`src/rtl/csrmm_pkg.sv`:
```
// Shared types and constants for the sparse row matrix multiplier.
`default_nettype none
package csrmm_pkg;

	// Function codes of an input word
	localparam logic [1:0] FUNC_LOAD_PTR = 2'd0;
	localparam logic [1:0] FUNC_LOAD_ENT = 2'd1;
	localparam logic [1:0] FUNC_A_ENTRY  = 2'd2;

	// End-of-list mark for the touched column list
	localparam logic [6:0] LINK_END = 7'd64;

	typedef struct packed {
		logic [1:0]        func;
		logic [9:0]        slot;
		logic [10:0]       pointer;
		logic [5:0]        column;
		logic signed [7:0] value;
		logic              has_entry;
		logic              row_end;
	} item_t;

	typedef struct packed {
		logic              entry_valid;
		logic [5:0]        out_column;
		logic signed [7:0] out_value;
		logic              last_of_row;
		logic [23:0]       nnz_total;
	} result_t;

	// Access to the B store: one port per memory, read or write in a cycle
	typedef struct packed {
		logic        ptr_we;
		logic        ptr_re;
		logic [10:0] ptr_addr;
		logic [10:0] ptr_wdata;
		logic        ent_we;
		logic        ent_re;
		logic [10:0] ent_addr;
		logic [5:0]  ent_wcol;
		logic [7:0]  ent_wval;
	} bst_req_t;

	// Access to the accumulator and link store
	typedef struct packed {
		logic       re;
		logic       acc_we;
		logic       link_we;
		logic       set_touch;
		logic       clr_touch;
		logic [5:0] addr;
		logic [7:0] acc_wdata;
		logic [6:0] link_wdata;
	} acc_req_t;

	typedef struct packed {
		logic       touched;
		logic [7:0] acc;
		logic [6:0] link;
	} acc_rsp_t;

endpackage
`default_nettype wire

```
`src/rtl/csrmm_accstore.sv`:
```
// Per-column accumulator and link memories with touched flags.
`default_nettype none
module csrmm_accstore #(
	parameter int COLS = 64
) (
	input  wire                   clk,
	input  wire                   arst_n,
	input  csrmm_pkg::acc_req_t   req,
	output csrmm_pkg::acc_rsp_t   rsp
);
	import csrmm_pkg::*;

	localparam int CW = $clog2(COLS);

	logic [7:0]      acc_mem  [COLS];
	logic [6:0]      link_mem [COLS];
	logic [COLS-1:0] touched_q;
	logic [CW-1:0]   idx;

	assign idx = req.addr[CW-1:0];

	always_ff @(posedge clk) begin
		if (req.acc_we) begin
			acc_mem[idx] <= req.acc_wdata;
		end
		if (req.link_we) begin
			link_mem[idx] <= req.link_wdata;
		end
		if (req.re) begin
			rsp.acc     <= acc_mem[idx];
			rsp.link    <= link_mem[idx];
			rsp.touched <= touched_q[idx];
		end
	end

	// touched flags; an untouched column's acc and link are stale, marked by touched = 0
	always_ff @(posedge clk or negedge arst_n) begin
		if (!arst_n) begin
			touched_q <= '0;
		end else begin
			if (req.set_touch) begin
				touched_q[idx] <= 1'b1;
			end else if (req.clr_touch) begin
				touched_q[idx] <= 1'b0;
			end
		end
	end

endmodule
`default_nettype wire

```
`config.mk`:
```
export PLATFORM = sky130hd
export DESIGN_NAME = csrmm_accstore
export DESIGN_NICKNAME = d
export VERILOG_FILES = /design/src/rtl/csrmm_pkg.sv /design/src/rtl/csrmm_accstore.sv
export SDC_FILE = /design/constraint.sdc
export NUM_CORES = 1
export LEC_CHECK = 0
export CAP_MARGIN = 30
export CORE_ASPECT_RATIO = 1.4
export CORE_MARGIN = 2
export CORE_UTILIZATION = 45
export CTS_BUF_LIST = sky130_fd_sc_hd__clkbuf_2 sky130_fd_sc_hd__clkbuf_4 sky130_fd_sc_hd__clkbuf_8
export CTS_CLUSTER_DIAMETER = 60
export DETAILED_ROUTE_END_ITERATION = 7
export DONT_BUFFER_PORTS = 1
export MAX_ROUTING_LAYER = met4
export PLACE_DENSITY_LB_ADDON = 0.25
export SLEW_MARGIN = 15
export SYNTH_ARGS = -nofsm -noshare
export SYNTH_HDL_FRONTEND = slang
export SYNTH_SLANG_ARGS = --single-unit
```
`constraint.sdc`:
```
create_clock -name clk -period 1.99 [get_ports clk]
set_clock_uncertainty 0.15 [all_clocks]
set_input_delay 0.199 -clock clk [delete_from_list [all_inputs] [get_ports clk]]
set_output_delay 0.199 -clock clk [all_outputs]
set_load 0.05 [all_outputs]
```
==> summary.txt <==
Status
  – Status: complete, but fails checks
  – Failing checks: negative setup slack

Yosys
  – Syn_area_per_cell: 16.59 sq um
  – Synth Flop Type: edfxtp_1
  – Synth cell types: 54
  – Syn Inst Count: 2446
  – Synthesized flop and latch total: 1040
  – Post-synth EDFFs: 976
  – Netlist Area Pre-Place: 40570 sq um
  – Syn nets: 2474
  – Async SR Flop Fraction: 6.154%
  – Sequential element share of the synthesized area: 76.19%
  – Yosys warnings: 0

Global route
  – Pin count of the biggest net entering global routing: 214
  – Remaining global-route overflow: 0
  – Met2 Use GR: 46.50%
  – Number of global-route vias before repair: 26.12k
  – First-pass GRT wire length: 180400 um
  – Met3 Use GR: 5.626%
  – Most used routing layer: met2
  – Met1 Track Usage GR: 32.49%
  – Initial antenna violation count: 2
  – Gr usage total: 28.02%

Worst setup path
  – Worst Path Buf+Inv: 2
  – Worst path cell trace: dlygate4sd3_1, mux2_2, a22oi_1, o21ai_0, o21ai_1, buf_4, nand4b_1
  – Critical Path RT: 2.44 ns
  – Critical path class: primary input to register
  – Crit path max-delay family: buffers and inverters
  – Worst EP arrival: 2.53 ns
  – CP Max Fanout: 160
  – Critical Path Max Stage Delay: 1.15 ns
  – Worst Setup End Kind: register
  – CP Launch Type: primary input
  – CP max stage cell: dlygate4sd3_1

Job
  – Max Cap Viol: 0

Floorplanning
  – Initial Utilization: 45.27%
  – Die height: 359.3 um
  – Number of I/O pins: 44
  – Die W: 257.8 um
  – Die area: 92610 sq um
  – Cell Rows: 130
  – Area of the core: 89620 sq um

Drt
  – DR vias/cell: 6.252
  – Via Count: 25.93k
  – Drt pass-1 iters: 6
  – DRC violation total after the first TritonRoute iteration: 2894
  – # DRC: 0
  – Total wire length: 128100 um
  – DRT antenna net count: 0
  – Wirelength per Cell: 30.88 um

CTS
  – TritonCTS clock tree: done
  – H-tree depth: 4
  – Clock Tree Buf Depth: 3
  – CTS clk-pin slew, worst paths: 0.07 ns
  – Cts bufs inserted: 152
  – # clock sinks: 1040
  – Clock latency on the worst-skew pair: 0.87 ns
  – CTS Root Cell: clkbuf_8

Power and ir drop
  – Max IR drop VDD: 603.0 uV
  – Power Density: 915.2 nW/um^2
  – Static leakage: 16.48 nW

STA
  – Worst relative slew slack: 38.21%
  – Hold Slack: 0.01570 ns
  – Hold violation total from the final report: 0
  – Endpoints failing setup: 9
  – Final worst slack: -0.08303 ns
  – Tcrit/Tclk final: 104.2%
  – Max Slew Vio Count: 0
  – RSZ-0062 raised after global routing: true
  – Worst-margin pin slew: 0.9238 ns
  – TNS Setup: -0.3559 ns
  – Max Freq: 482.4 MHz
  – Final period demand of the worst path: 2.073 ns

Finish
  – Layout area overhead: 22.79%
  – Final design instance area without fill: 49820 sq um
  – Proportion of layout cells with a drive suffix above 1: 28.80%
  – Fillers: 6907
  – Nets: 2863
  – Commonest non-fill, non-tap cell in the layout: edfxtp_1
  – Most frequent cells in the layout: edfxtp_1, buf_4, a22oi_1

Hold path
  – Hold Path Class: primary input to register

Place
  – RePlAce Congestion: 0.9548
  – Port Buffer Count: 0
  – Area after DPL: 45270 sq um
  – Pre-CTS WS: -0.4074 ns
  – Post-DP HPWL: 79970 um
## registers in the layout (all words and copies together), names as in the netlist, named ones only
| signal | count |
|---|---|
| link_mem | 448 |
| rsp | 16 |
| acc_mem | 512 |
## cells by family after synthesis
kind of cell	share of synthesized area [%]
buf+inv	2.088
compound gates	12.37
flops	76.19
mux	5.314
simple gates	4.043
## path summary, 6_finish.rpt
kind                                     start                    endpoint  slack, ns  depth (start not counted)
worst max register to register  link_mem[7][4]                      rsp[4]       0.01                          6
worst max-delay path                   req[17]                      rsp[4]      -0.08                          7
max in group asynchronous               arst_n  asynchronous set/reset pin       1.09                          3
worst min-delay path                   req[17]                     rsp[15]       0.02                          5
worst min register to register        register                    register       0.35                          2
min in group asynchronous               arst_n  asynchronous set/reset pin       0.31                          3
## cell type report
| class | instances | area (sq um) | share of cell area (%) |
|---|---|---|---|
| Sequential cell | 1040 | 30910 | 62.05 |
| Multi-Input combinational cell | 1214 | 9697 | 19.47 |
| Timing Repair Buffer | 423 | 4662 | 9.358 |
| Clock buffer | 207 | 2549 | 5.116 |
| Tap cell | 1188 | 1486 | 2.984 |
| Clock inverter | 70 | 495.5 | 0.9946 |
| Inverter | 4 | 15.01 | 0.03014 |
| Antenna cell | 1 | 2.502 | 0.005023 |
## worst min-delay path: cells and delay by family
kind | cells | cell delay [ns]
compound gates | 3 | 0.53
mux | 1 | 0.06
simple gates | 1 | 0.11
## metrics by stage
stage          power (W)  util (%)  std cells
4_1_cts          0.04562     55.19       4133
6_report         0.04559     55.58       4147
3_3_place_gp     0.02772     50.51       3784
2_1_floorplan    0.02665         -       2446
5_1_grt          0.04696     55.58       4147
3_5_place_dp     0.02779     50.51       3785
## repair_timing
action | in CTS | in global routing
endpoints found under the setup margin | 20 | 99
gates resized for setup | 19 | 40
buffers inserted | 0 | 2
pin swaps | 9 | 8
gates cloned | 0 | 0
hold buffers | 71 | 12
hold endpoints to repair | 2080 | 12
## where the power goes
part / total, W / switching (W) / internal, W
clock: 0.0173 / 0.00826 / 0.00904
combinational: 0.00355 / 0.00218 / 0.00137
sequential: 0.0247 / 0.000378 / 0.0244
## Yosys cell counts (all sizes together), types with 2 or more instances
cell type	instances	area share, %
a211oi	4	0.074
a21oi	21	0.26
a221o	7	0.17
a221oi	161	3.5
a22o	28	0.60
a22oi	180	3.3
a31oi	20	0.31
a32oi	6	0.13
and2	7	0.11
and3	14	0.22
and3b	4	0.086
and4	6	0.13
buf	84	1.1
clkbuf	104	0.96
dfrtp	64	3.9
edfxtp	976	72
inv	3	0.028
mux2	59	1.6
mux2i	86	2.1
mux4	28	1.6
nand2	88	0.81
nand2b	18	0.28
nand3	3	0.037
nand3b	4	0.074
nand4	20	0.31
nor2	155	1.4
nor2b	13	0.20
nor3	7	0.099
nor3b	9	0.19
nor4	2	0.031
o211ai	9	0.17
o21ai	150	1.9
o221ai	31	0.67
o22a	14	0.30
o22ai	37	0.57
o2bb2ai	6	0.13
o32ai	7	0.15
## per-layer routing
metal,up-vias,wire (um)
met4,0,6724
met5,-,0
met1,13348,45710
met2,1393,65310
li1,10871,-
met3,314,10330
No activity file was read; power rests on OpenSTA's default activity.
